===== src/sv/kwm_pkg.sv =====
// ----------------------------------------------------------------------------
// kwm_pkg
// Shared types, codes and defaults for the k-way sorted merge core.
// ----------------------------------------------------------------------------
`default_nettype none

package kwm_pkg;

    localparam int NUM_LISTS_DEF  = 8;
    localparam int LIST_DEPTH_DEF = 16;
    localparam int QUEUE_DEPTH    = 2;

    localparam logic [1:0] CMD_PUSH  = 2'd0;
    localparam logic [1:0] CMD_POP   = 2'd1;
    localparam logic [1:0] CMD_CLEAR = 2'd2;

    localparam logic [2:0] ST_PUSHED = 3'd0;
    localparam logic [2:0] ST_POPPED = 3'd1;
    localparam logic [2:0] ST_EMPTY  = 3'd2;
    localparam logic [2:0] ST_FULL   = 3'd3;
    localparam logic [2:0] ST_ORDER  = 3'd4;

    typedef struct packed {
        logic [1:0]         command;
        logic [2:0]         list_index;
        logic signed [31:0] push_value;
    } cmd_t;

    typedef struct packed {
        logic signed [31:0] merged_value;
        logic [2:0]         status;
        logic               last;
    } rsp_t;

    typedef enum logic [2:0] {
        OP_PUSH,
        OP_REJECT,
        OP_POP,
        OP_CLEAR,
        OP_NONE
    } op_t;

    typedef struct packed {
        op_t                op;
        logic [2:0]         list_index;
        logic signed [31:0] push_value;
    } entry_t;

    typedef struct packed {
        logic   push;
        entry_t entry;
    } enq_t;

    typedef struct packed {
        logic   valid;
        entry_t entry;
    } head_t;

endpackage

`default_nettype wire


===== src/sv/kwm_front.sv =====
// ----------------------------------------------------------------------------
// kwm_front
// Command acceptance and decoding into operations for the execution side.
// ----------------------------------------------------------------------------
`default_nettype none

module kwm_front #(
    parameter int NUM_LISTS = kwm_pkg::NUM_LISTS_DEF
) (
    input  wire logic          cmd_valid,
    output logic               cmd_stall,
    input  wire kwm_pkg::cmd_t cmd,
    input  wire logic          q_full,
    output kwm_pkg::enq_t      enq
);

    logic      index_ok;
    kwm_pkg::op_t op;

    assign index_ok = 32'(cmd.list_index) < 32'(NUM_LISTS);

    always_comb
    begin
        unique case (cmd.command)
            kwm_pkg::CMD_PUSH:  op = index_ok ? kwm_pkg::OP_PUSH : kwm_pkg::OP_REJECT;
            kwm_pkg::CMD_POP:   op = kwm_pkg::OP_POP;
            kwm_pkg::CMD_CLEAR: op = kwm_pkg::OP_CLEAR;
            default:            op = kwm_pkg::OP_NONE;
        endcase
    end

    assign cmd_stall             = q_full;
    assign enq.push              = cmd_valid && !q_full;
    assign enq.entry.op          = op;
    assign enq.entry.list_index  = cmd.list_index;
    assign enq.entry.push_value  = cmd.push_value;

endmodule

`default_nettype wire


===== src/sv/kwm_queue.sv =====
// ----------------------------------------------------------------------------
// kwm_queue
// Short operation queue between the decoding and execution sides.
// ----------------------------------------------------------------------------
`default_nettype none

module kwm_queue (
    input  wire logic          clk,
    input  wire logic          rst_n,
    input  wire kwm_pkg::enq_t enq,
    input  wire logic          deq,
    output logic               q_full,
    output kwm_pkg::head_t     head
);

    localparam int QPTR_W = (kwm_pkg::QUEUE_DEPTH > 1) ? $clog2(kwm_pkg::QUEUE_DEPTH) : 1;
    localparam int QCNT_W = $clog2(kwm_pkg::QUEUE_DEPTH + 1);

    kwm_pkg::entry_t    slots_reg [kwm_pkg::QUEUE_DEPTH];
    logic [QPTR_W-1:0]  wr_ptr_reg, wr_ptr_next;
    logic [QPTR_W-1:0]  rd_ptr_reg, rd_ptr_next;
    logic [QCNT_W-1:0]  count_reg, count_next;
    logic               do_deq;

    assign q_full     = count_reg == QCNT_W'(kwm_pkg::QUEUE_DEPTH);
    assign head.valid = count_reg != '0;
    assign head.entry = slots_reg[rd_ptr_reg];
    assign do_deq     = deq && head.valid;

    always_comb
    begin
        wr_ptr_next = wr_ptr_reg;
        rd_ptr_next = rd_ptr_reg;
        count_next  = count_reg;
        if (enq.push)
        begin
            wr_ptr_next = (wr_ptr_reg == QPTR_W'(kwm_pkg::QUEUE_DEPTH - 1)) ? '0
                                                                           : wr_ptr_reg + 1'b1;
        end
        if (do_deq)
        begin
            rd_ptr_next = (rd_ptr_reg == QPTR_W'(kwm_pkg::QUEUE_DEPTH - 1)) ? '0
                                                                           : rd_ptr_reg + 1'b1;
        end
        if (enq.push && !do_deq)
        begin
            count_next = count_reg + 1'b1;
        end
        else if (do_deq && !enq.push)
        begin
            count_next = count_reg - 1'b1;
        end
    end

    always_ff @(posedge clk or negedge rst_n)
    begin
        if (!rst_n)
        begin
            wr_ptr_reg <= '0;
            rd_ptr_reg <= '0;
            count_reg  <= '0;
        end
        else
        begin
            wr_ptr_reg <= wr_ptr_next;
            rd_ptr_reg <= rd_ptr_next;
            count_reg  <= count_next;
        end
    end

    always_ff @(posedge clk)
    begin
        if (enq.push)
        begin
            slots_reg[wr_ptr_reg] <= enq.entry;
        end
    end

endmodule

`default_nettype wire


===== src/sv/kwm_back.sv =====
// ----------------------------------------------------------------------------
// kwm_back
// Execution side: list storage, pointer bookkeeping, minimum scan and the
// response register.
// ----------------------------------------------------------------------------
`default_nettype none

module kwm_back #(
    parameter int NUM_LISTS  = kwm_pkg::NUM_LISTS_DEF,
    parameter int LIST_DEPTH = kwm_pkg::LIST_DEPTH_DEF
) (
    input  wire logic           clk,
    input  wire logic           rst_n,
    input  wire kwm_pkg::head_t head,
    output logic                deq,
    output logic                rsp_valid,
    input  wire logic           rsp_stall,
    output kwm_pkg::rsp_t       rsp
);

    localparam int LIST_W    = $clog2(NUM_LISTS);
    localparam int SPAN      = 2 * LIST_DEPTH;
    localparam int PTR_W     = $clog2(SPAN);
    localparam int SLOT_W    = (LIST_DEPTH > 1) ? $clog2(LIST_DEPTH) : 1;
    localparam int MEM_DEPTH = NUM_LISTS * LIST_DEPTH;
    localparam int ADDR_W    = $clog2(MEM_DEPTH);
    localparam int TOT_W     = $clog2(MEM_DEPTH + 1);

    typedef enum logic [2:0] {
        S_IDLE,
        S_PUSH,
        S_SCAN,
        S_DRAIN,
        S_COMMIT,
        S_RESULT
    } state_t;

    state_t              state_reg, state_next;
    logic [LIST_W-1:0]   cur_reg, cur_next;
    logic signed [31:0]  val_reg, val_next;
    logic                found_reg, found_next;
    logic [LIST_W-1:0]   best_list_reg, best_list_next;
    logic signed [31:0]  best_val_reg, best_val_next;
    logic                cmp_valid_reg, cmp_valid_next;
    logic [LIST_W-1:0]   cmp_list_reg, cmp_list_next;
    logic [TOT_W-1:0]    total_reg, total_next;
    kwm_pkg::rsp_t       res_reg, res_next;
    kwm_pkg::rsp_t       rsp_reg, rsp_next;
    logic                rsp_valid_reg, rsp_valid_next;

    logic [PTR_W-1:0]    wr_ptr_reg [NUM_LISTS];
    logic [PTR_W-1:0]    rd_ptr_reg [NUM_LISTS];
    logic                pushed_reg [NUM_LISTS];
    logic signed [31:0]  last_pushed_reg [NUM_LISTS];

    logic signed [31:0]  mem [MEM_DEPTH];
    logic signed [31:0]  rd_data_reg;

    logic [PTR_W-1:0]    cur_wr;
    logic [PTR_W-1:0]    cur_rd;
    logic [PTR_W:0]      fill;
    logic                list_full;
    logic                head_valid;
    logic [PTR_W-1:0]    slot_ptr;
    logic [SLOT_W-1:0]   slot;
    logic [ADDR_W-1:0]   mem_addr;
    logic                mem_re;
    logic                do_push;
    logic                do_pop;
    logic                do_clear;
    logic                take;

    assign cur_wr     = wr_ptr_reg[cur_reg];
    assign cur_rd     = rd_ptr_reg[cur_reg];
    assign fill       = (cur_wr >= cur_rd) ? ({1'b0, cur_wr} - {1'b0, cur_rd})
                        : ({1'b0, cur_wr} + (PTR_W+1)'(SPAN) - {1'b0, cur_rd});
    assign list_full  = fill >= (PTR_W+1)'(LIST_DEPTH);
    assign head_valid = cur_wr != cur_rd;
    assign slot_ptr   = do_push ? cur_wr : cur_rd;
    assign slot       = (slot_ptr >= PTR_W'(LIST_DEPTH)) ? SLOT_W'(slot_ptr - PTR_W'(LIST_DEPTH))
                                                        : SLOT_W'(slot_ptr);
    assign mem_addr   = ADDR_W'(cur_reg) * ADDR_W'(LIST_DEPTH) + ADDR_W'(slot);
    assign take       = cmp_valid_reg && (!found_reg || (rd_data_reg < best_val_reg));

    always_comb
    begin
        state_next     = state_reg;
        cur_next       = cur_reg;
        val_next       = val_reg;
        found_next     = found_reg;
        best_list_next = best_list_reg;
        best_val_next  = best_val_reg;
        cmp_valid_next = 1'b0;
        cmp_list_next  = cur_reg;
        total_next     = total_reg;
        res_next       = res_reg;
        rsp_next       = rsp_reg;
        rsp_valid_next = rsp_valid_reg && rsp_stall;
        deq            = 1'b0;
        mem_re         = 1'b0;
        do_push        = 1'b0;
        do_pop         = 1'b0;
        do_clear       = 1'b0;
        unique case (state_reg)
            S_IDLE:
            begin
                if (head.valid)
                begin
                    deq      = 1'b1;
                    res_next = '{merged_value: '0, status: kwm_pkg::ST_EMPTY, last: 1'b0};
                    unique case (head.entry.op)
                        kwm_pkg::OP_PUSH:
                        begin
                            cur_next   = LIST_W'(head.entry.list_index);
                            val_next   = head.entry.push_value;
                            state_next = S_PUSH;
                        end
                        kwm_pkg::OP_REJECT:
                        begin
                            res_next.status = kwm_pkg::ST_FULL;
                            state_next      = S_RESULT;
                        end
                        kwm_pkg::OP_POP:
                        begin
                            cur_next   = '0;
                            found_next = 1'b0;
                            state_next = S_SCAN;
                        end
                        kwm_pkg::OP_CLEAR:
                        begin
                            do_clear   = 1'b1;
                            total_next = '0;
                            state_next = S_RESULT;
                        end
                        default:
                        begin
                            state_next = S_RESULT;
                        end
                    endcase
                end
            end
            S_PUSH:
            begin
                res_next = '{merged_value: '0, status: kwm_pkg::ST_PUSHED, last: 1'b0};
                if (list_full)
                begin
                    res_next.status = kwm_pkg::ST_FULL;
                end
                else if (pushed_reg[cur_reg] && (val_reg < last_pushed_reg[cur_reg]))
                begin
                    res_next.status = kwm_pkg::ST_ORDER;
                end
                else
                begin
                    do_push    = 1'b1;
                    total_next = total_reg + 1'b1;
                end
                state_next = S_RESULT;
            end
            S_SCAN:
            begin
                mem_re         = head_valid;
                cmp_valid_next = head_valid;
                cmp_list_next  = cur_reg;
                if (take)
                begin
                    found_next     = 1'b1;
                    best_list_next = cmp_list_reg;
                    best_val_next  = rd_data_reg;
                end
                if (cur_reg == LIST_W'(NUM_LISTS - 1))
                begin
                    state_next = S_DRAIN;
                end
                else
                begin
                    cur_next = cur_reg + 1'b1;
                end
            end
            S_DRAIN:
            begin
                if (take)
                begin
                    found_next     = 1'b1;
                    best_list_next = cmp_list_reg;
                    best_val_next  = rd_data_reg;
                end
                if (found_reg || cmp_valid_reg)
                begin
                    cur_next   = take ? cmp_list_reg : best_list_reg;
                    state_next = S_COMMIT;
                end
                else
                begin
                    res_next   = '{merged_value: '0, status: kwm_pkg::ST_EMPTY, last: 1'b0};
                    state_next = S_RESULT;
                end
            end
            S_COMMIT:
            begin
                do_pop     = 1'b1;
                total_next = total_reg - 1'b1;
                res_next   = '{merged_value: best_val_reg, status: kwm_pkg::ST_POPPED,
                               last: total_reg == TOT_W'(1)};
                state_next = S_RESULT;
            end
            S_RESULT:
            begin
                if (!rsp_valid_reg || !rsp_stall)
                begin
                    rsp_next       = res_reg;
                    rsp_valid_next = 1'b1;
                    state_next     = S_IDLE;
                end
            end
            default:
            begin
                state_next = S_IDLE;
            end
        endcase
    end

    always_ff @(posedge clk or negedge rst_n)
    begin
        if (!rst_n)
        begin
            state_reg     <= S_IDLE;
            cur_reg       <= '0;
            val_reg       <= '0;
            found_reg     <= 1'b0;
            best_list_reg <= '0;
            best_val_reg  <= '0;
            cmp_valid_reg <= 1'b0;
            cmp_list_reg  <= '0;
            total_reg     <= '0;
            res_reg       <= '0;
            rsp_reg       <= '0;
            rsp_valid_reg <= 1'b0;
        end
        else
        begin
            state_reg     <= state_next;
            cur_reg       <= cur_next;
            val_reg       <= val_next;
            found_reg     <= found_next;
            best_list_reg <= best_list_next;
            best_val_reg  <= best_val_next;
            cmp_valid_reg <= cmp_valid_next;
            cmp_list_reg  <= cmp_list_next;
            total_reg     <= total_next;
            res_reg       <= res_next;
            rsp_reg       <= rsp_next;
            rsp_valid_reg <= rsp_valid_next;
        end
    end

    always_ff @(posedge clk or negedge rst_n)
    begin
        if (!rst_n)
        begin
            for (int i = 0; i < NUM_LISTS; i++)
            begin
                wr_ptr_reg[i] <= '0;
                rd_ptr_reg[i] <= '0;
                pushed_reg[i] <= 1'b0;
            end
        end
        else if (do_clear)
        begin
            for (int i = 0; i < NUM_LISTS; i++)
            begin
                wr_ptr_reg[i] <= '0;
                rd_ptr_reg[i] <= '0;
                pushed_reg[i] <= 1'b0;
            end
        end
        else if (do_push)
        begin
            wr_ptr_reg[cur_reg] <= (cur_wr == PTR_W'(SPAN - 1)) ? '0 : cur_wr + 1'b1;
            pushed_reg[cur_reg] <= 1'b1;
        end
        else if (do_pop)
        begin
            rd_ptr_reg[cur_reg] <= (cur_rd == PTR_W'(SPAN - 1)) ? '0 : cur_rd + 1'b1;
        end
    end

    always_ff @(posedge clk)
    begin
        if (do_push)
        begin
            last_pushed_reg[cur_reg] <= val_reg;
        end
    end

    always_ff @(posedge clk)
    begin
        if (do_push)
        begin
            mem[mem_addr] <= val_reg;
        end
        if (mem_re)
        begin
            rd_data_reg <= mem[mem_addr];
        end
    end

    assign rsp_valid = rsp_valid_reg;
    assign rsp       = rsp_reg;

    a_total_bounded: assert property (@(posedge clk) disable iff (!rst_n)
        total_reg <= TOT_W'(MEM_DEPTH))
        else $error("Stored value count exceeds capacity.");

    a_non_pop_zero: assert property (@(posedge clk) disable iff (!rst_n)
        (rsp_valid_reg && (rsp_reg.status != kwm_pkg::ST_POPPED))
        |-> ((rsp_reg.merged_value == 0) && !rsp_reg.last))
        else $error("Non-pop response carries a value or last flag.");

    a_pop_has_data: assert property (@(posedge clk) disable iff (!rst_n)
        (state_reg == S_COMMIT) |-> (head_valid && (total_reg != '0)))
        else $error("Pop committed on an empty list.");

    a_idle_leaves: assert property (@(posedge clk) disable iff (!rst_n)
        (state_reg == S_IDLE && head.valid) |=> (state_reg != S_IDLE))
        else $error("Dequeued operation was not started.");

endmodule

`default_nettype wire


===== src/sv/k_way_sorted_merge_core.sv =====
// ----------------------------------------------------------------------------
// k_way_sorted_merge_core
// Merge engine for up to NUM_LISTS nondecreasing lists of signed words.
//
// Commands arrive on the cmd channel (cmd_valid, cmd_stall, cmd) and each
// gives exactly one response word on the rsp channel (rsp_valid, rsp_stall,
// rsp). A word moves when valid is high and stall is low at a clock edge.
// Commands are decoded into a two-entry queue, so up to two words are taken
// while the execution side is busy or a response is held. A word accepted
// into an empty queue reaches the queue head in the following cycle.
// A push checks the list for room and for order before it is written; a
// clear, a rejected push or a spare command code goes straight to the
// response register. In a pop the list heads are read from the single-port
// list memory one per cycle and compared by one signed comparator, then the
// winning list pointer advances; if every list is empty, none advances.
// Commands are executed one at a time, in order.
// Reset empties every list and the queue; the list memory itself is not
// cleared, since an entry is read only after it was written.
// While rsp_stall is high the response is held and the next finished
// response waits in the execution side until the register frees.
// ----------------------------------------------------------------------------
`default_nettype none

module k_way_sorted_merge_core #(
    parameter int NUM_LISTS  = kwm_pkg::NUM_LISTS_DEF,
    parameter int LIST_DEPTH = kwm_pkg::LIST_DEPTH_DEF
) (
    input  wire logic          clk,
    input  wire logic          rst_n,
    input  wire logic          cmd_valid,
    output logic               cmd_stall,
    input  wire kwm_pkg::cmd_t cmd,
    output logic               rsp_valid,
    input  wire logic          rsp_stall,
    output kwm_pkg::rsp_t      rsp
);

    kwm_pkg::enq_t  enq;
    kwm_pkg::head_t head;
    logic           q_full;
    logic           deq;

    kwm_front #(
        .NUM_LISTS (NUM_LISTS)
    ) u_front (
        .cmd_valid (cmd_valid),
        .cmd_stall (cmd_stall),
        .cmd       (cmd),
        .q_full    (q_full),
        .enq       (enq)
    );

    kwm_queue u_queue (
        .clk    (clk),
        .rst_n  (rst_n),
        .enq    (enq),
        .deq    (deq),
        .q_full (q_full),
        .head   (head)
    );

    kwm_back #(
        .NUM_LISTS  (NUM_LISTS),
        .LIST_DEPTH (LIST_DEPTH)
    ) u_back (
        .clk       (clk),
        .rst_n     (rst_n),
        .head      (head),
        .deq       (deq),
        .rsp_valid (rsp_valid),
        .rsp_stall (rsp_stall),
        .rsp       (rsp)
    );

endmodule

`default_nettype wire

===== config.mk =====
export PLATFORM = sky130hd
export DESIGN_NAME = k_way_sorted_merge_core
export DESIGN_NICKNAME = d
export VERILOG_FILES = /design/src/sv/kwm_pkg.sv /design/src/sv/kwm_front.sv /design/src/sv/kwm_queue.sv /design/src/sv/kwm_back.sv /design/src/sv/k_way_sorted_merge_core.sv
export SDC_FILE = /design/constraint.sdc
export NUM_CORES = 2
export LEC_CHECK = 0
export BUFFER_PORTS_ARGS = -buffer_cell sky130_fd_sc_hd__buf_4
export CAP_MARGIN = 15
export CELL_PAD_IN_SITES_DETAIL_PLACEMENT = 1
export CELL_PAD_IN_SITES_GLOBAL_PLACEMENT = 1
export CORE_ASPECT_RATIO = 0.8
export CORE_UTILIZATION = 55
export DETAILED_ROUTE_END_ITERATION = 6
export PLACE_DENSITY_LB_ADDON = 0.1
export SLEW_MARGIN = 20
export SYNTH_ARGS = -nofsm -noshare
export SYNTH_HDL_FRONTEND = slang
export SYNTH_MEMORY_MAX_BITS = 65536
export SYNTH_SLANG_ARGS = --single-unit

===== constraint.sdc =====
create_clock -name clk -period 11.65 [get_ports clk]
set_clock_uncertainty 0.15 [all_clocks]
set_input_delay 1.7475 -clock clk [delete_from_list [all_inputs] [get_ports clk]]
set_output_delay 1.7475 -clock clk [all_outputs]
set_load 0.01 [all_outputs]

==> reports/metrics.csv <==
stage,metric,value,unit
status,status,"complete, no violations",
yosys,synthesized net count,12100,
detailed_routing,initial DRC count,19900,
yosys,Post-Syn Instances,12000,
clock_tree,CTS Buf Count,456,
clock_tree,clk_lat worst skew,1040,ps
die,Die ar.,350000,um^2
critical_path,r2r setup slk,1120,ps
sta,Slew Limit Headroom,0.123,
run,MaxCap Viol Count,0,
yosys,Main synth FF type,edfxtp_1,
layout,Final Util,0.618,
clock_tree,Longest Clk Path Bufs,4,
global_routing,vias in the first global route,124000,
yosys,count of cell types in the netlist,82,
place,routability cong.,0.902,
clock_tree,H-tree depth,5,
yosys,Synth async-reset ratio,0.0533,
yosys,most common cell in the netlist,edfxtp_1,
layout,final non-filler cell total,17000,
critical_path,worst path bufs/invs,4,
sta,hold_ws,326,ps
critical_path,critical path depth,20,
critical_path,Crit path largest cell delay,920,ps
die,Die H,530,um
sta,setup_tns,0,ps
critical_path,Critical Path Most Common Cell,buf_4,
sta,worst slew pin tran,1300,ps
worst_hold_path,Worst Hold Class,flop to flop,
place,HPWL Detailed,394,mm
clock_tree,CTS tree,done,
critical_path,worst reg2reg path depth,20,
global_routing,grt total ovfl,0,
critical_path,"CP delay by family, top",simple AND/OR/NAND/NOR gates,
die,I/O pins,79,
global_routing,global-route wire length before repair,948,mm
place,port buffer count,78,
yosys,top post-synthesis cells by count,"edfxtp_1, mux2i_1, o22ai_1, clkbuf_1, nand2_1",
sta,achievable frequency,94.9,MHz
critical_path,Worst Setup End Kind,flop,
layout,area grow syn2layout,11.7,%
yosys,#FFs+latches synth,4711,
clock_tree,Root Driver,clkbuf_16,
critical_path,Worst Path Max Fanout,52,
critical_path,CP Launch Point,u_back.cmp_list_next[2],
die,core area,346000,um^2
critical_path,worst r2r src,u_back.cmp_list_next[2],
yosys,mapped cell area,191000,um^2
global_routing,Total GRT Usage,0.383,
detailed_routing,antenna-violating nets left,0,
place,placed cell count,16100,
layout,max reg flops,4096,
sta,ratio of final minimum period to clock period,0.904,
detailed_routing,Post-route DRC,0,
detailed_routing,routed vias,123000,
die,chip width,662,um
yosys,register area share after synthesis,0.733,
critical_path,Arrival @ worst endpoint,11150,ps
global_routing,initial antenna violation count,75,
yosys,Ys Warns,0,
critical_path,slowest CP cell,and3b_1,
detailed_routing,total routed wirelength,682,mm
yosys,Synth area leaders,"edfxtp_1, mux2i_1, dfrtp_1",
detailed_routing,routed len/inst,40.1,um
layout,Layout fillers,30300,
clock_tree,Sink Count,4711,
sta,final hold violations,0,
yosys,"area leader, netlist",edfxtp_1,
yosys,top cell type's share of synthesized area,0.700,
clock_tree,"CTS clk-pin slew, worst paths",70,ps
detailed_routing,Via-to-Cell Ratio,7.25,
sta,max-slew violation count,0,
detailed_routing,TritonRoute pass-1 iters,6,
sta,RSZ-0062 raised after global routing,false,
die,Core Rows,193,
clock_tree,# Post-CTS Setup Buffers,0,
sta,Final min period,10530,ps
yosys,Mean Syn Cell Area,15.9,um^2
critical_path,CP Class,flop to flop,
critical_path,r2r endpoint,u_back.rd_data_reg[19],
clock_tree,PostCTS Resize Cnt,0,
clock_tree,CTS Hold Bufs,0,
sta,final setup fails,0,
critical_path,CP Data Required Time,12270,ps
yosys,"EDFF count, synth",4460,
critical_path,CP endpoint,u_back.rd_data_reg[19],
layout,# nets final,12200,
die,Initial Util,0.553,
layout,layout cells sized above 1,0.134,
global_routing,largest net degree at the start of global routing,158,
critical_path,Worst Setup Start Kind,flop,
critical_path,worst-path cell chain,buf_4 > and3b_1 > buf_4 > a22o_1 > a221oi_1 > and3_1 > ha_1 > nand3_1 > nor3_1 > a221oi_1 > a31oi_1 > or3_4 > nand3_4 > buf_4 > buf_4 > mux2i_1 > o22ai_1 > o21ai_1 > nand4_1 > o311a_1,
-- cell type report --
class / instances / area (um^2) / area share
diodes: 18 / 45.0 / 0.000211
clock buffers: 564 / 12100 / 0.0567
clock inverters: 264 / 2320 / 0.0109
inverters: 60 / 225 / 0.00105
multi-input cells: 6211 / 47800 / 0.223
flip-flops and latches: 4711 / 140000 / 0.656
well taps: 4582 / 5730 / 0.0268
repair buffers: 598 / 5290 / 0.0247
-- metal layers --
| layer | global-route usage | part of all wire | vias to the layer above |
|---|---|---|---|
| li1 | - | - | 48900 |
| met2 | 0.554 | 0.43 | 8462 |
| met5 | 0 | 0.00048 | - |
| met1 | 0.532 | 0.38 | 64400 |
| met4 | 0.185 | 0.053 | 46 |
| met3 | 0.115 | 0.13 | 1496 |
-- kinds of logic (layout without fill, tap and decap cells) --
group / after synthesis / count (layout) / share of synthesized area
buf+inv: 1084 / 1486 / 0.0254
fa+ha+maj: 79 / 79 / 0.00516
xor+xnor: 10 / 10 / 0.000458
simple gates: 1921 / 1921 / 0.0566
mux: 1319 / 1319 / 0.0742
flops: 4711 / 4711 / 0.733
other cells: 0 / 18 / 0
compound gates: 2882 / 2882 / 0.106
-- how the worst min path moves through the flow --
stage	startpoint	slack, ps	depth (start not counted)	to
floorplan	u_back.cmp_list_next[1]	220	0	u_back.cmp_list_reg[1]
detailed placement	u_back.res_reg[0]	310	2	u_back.res_reg[0]
global placement	u_back.res_reg[0]	320	2	u_back.res_reg[0]
finish	u_back.res_reg[0]	330	2	u_back.res_reg[0]
global route	u_back.res_reg[0]	340	2	u_back.res_reg[0]
CTS	u_back.res_reg[0]	330	2	u_back.res_reg[0]
-- worst min-delay path, cell delays in order (launching register included) --
cell,delay [ps]
dfrtp_1,340
nand2_1,50
nand2_1,50
-- cell usage in the layout (no fill, tap or decap), types with 215 or more instances in the layout --
cell type / n
nand2_1: 736
o31a_1: 497
buf_4: 530
clkbuf_16: 468
edfxtp_1: 4460
o22ai_1: 860
dfrtp_1: 215
and4_1: 499
mux2i_1: 1155
o21ai_0: 260
a21oi_1: 427
-- through the flow --
step	cell area (um^2)	setup WS, ps
after floorplan	191000	3210
after CTS	214000	1350
after global placement	199000	282
after global routing	214000	1210
after detailed placement	199000	1370
final	214000	1120
Power is not shown: default switching activity piles up to over one toggle a cycle in this logic, so the estimate is an artifact.
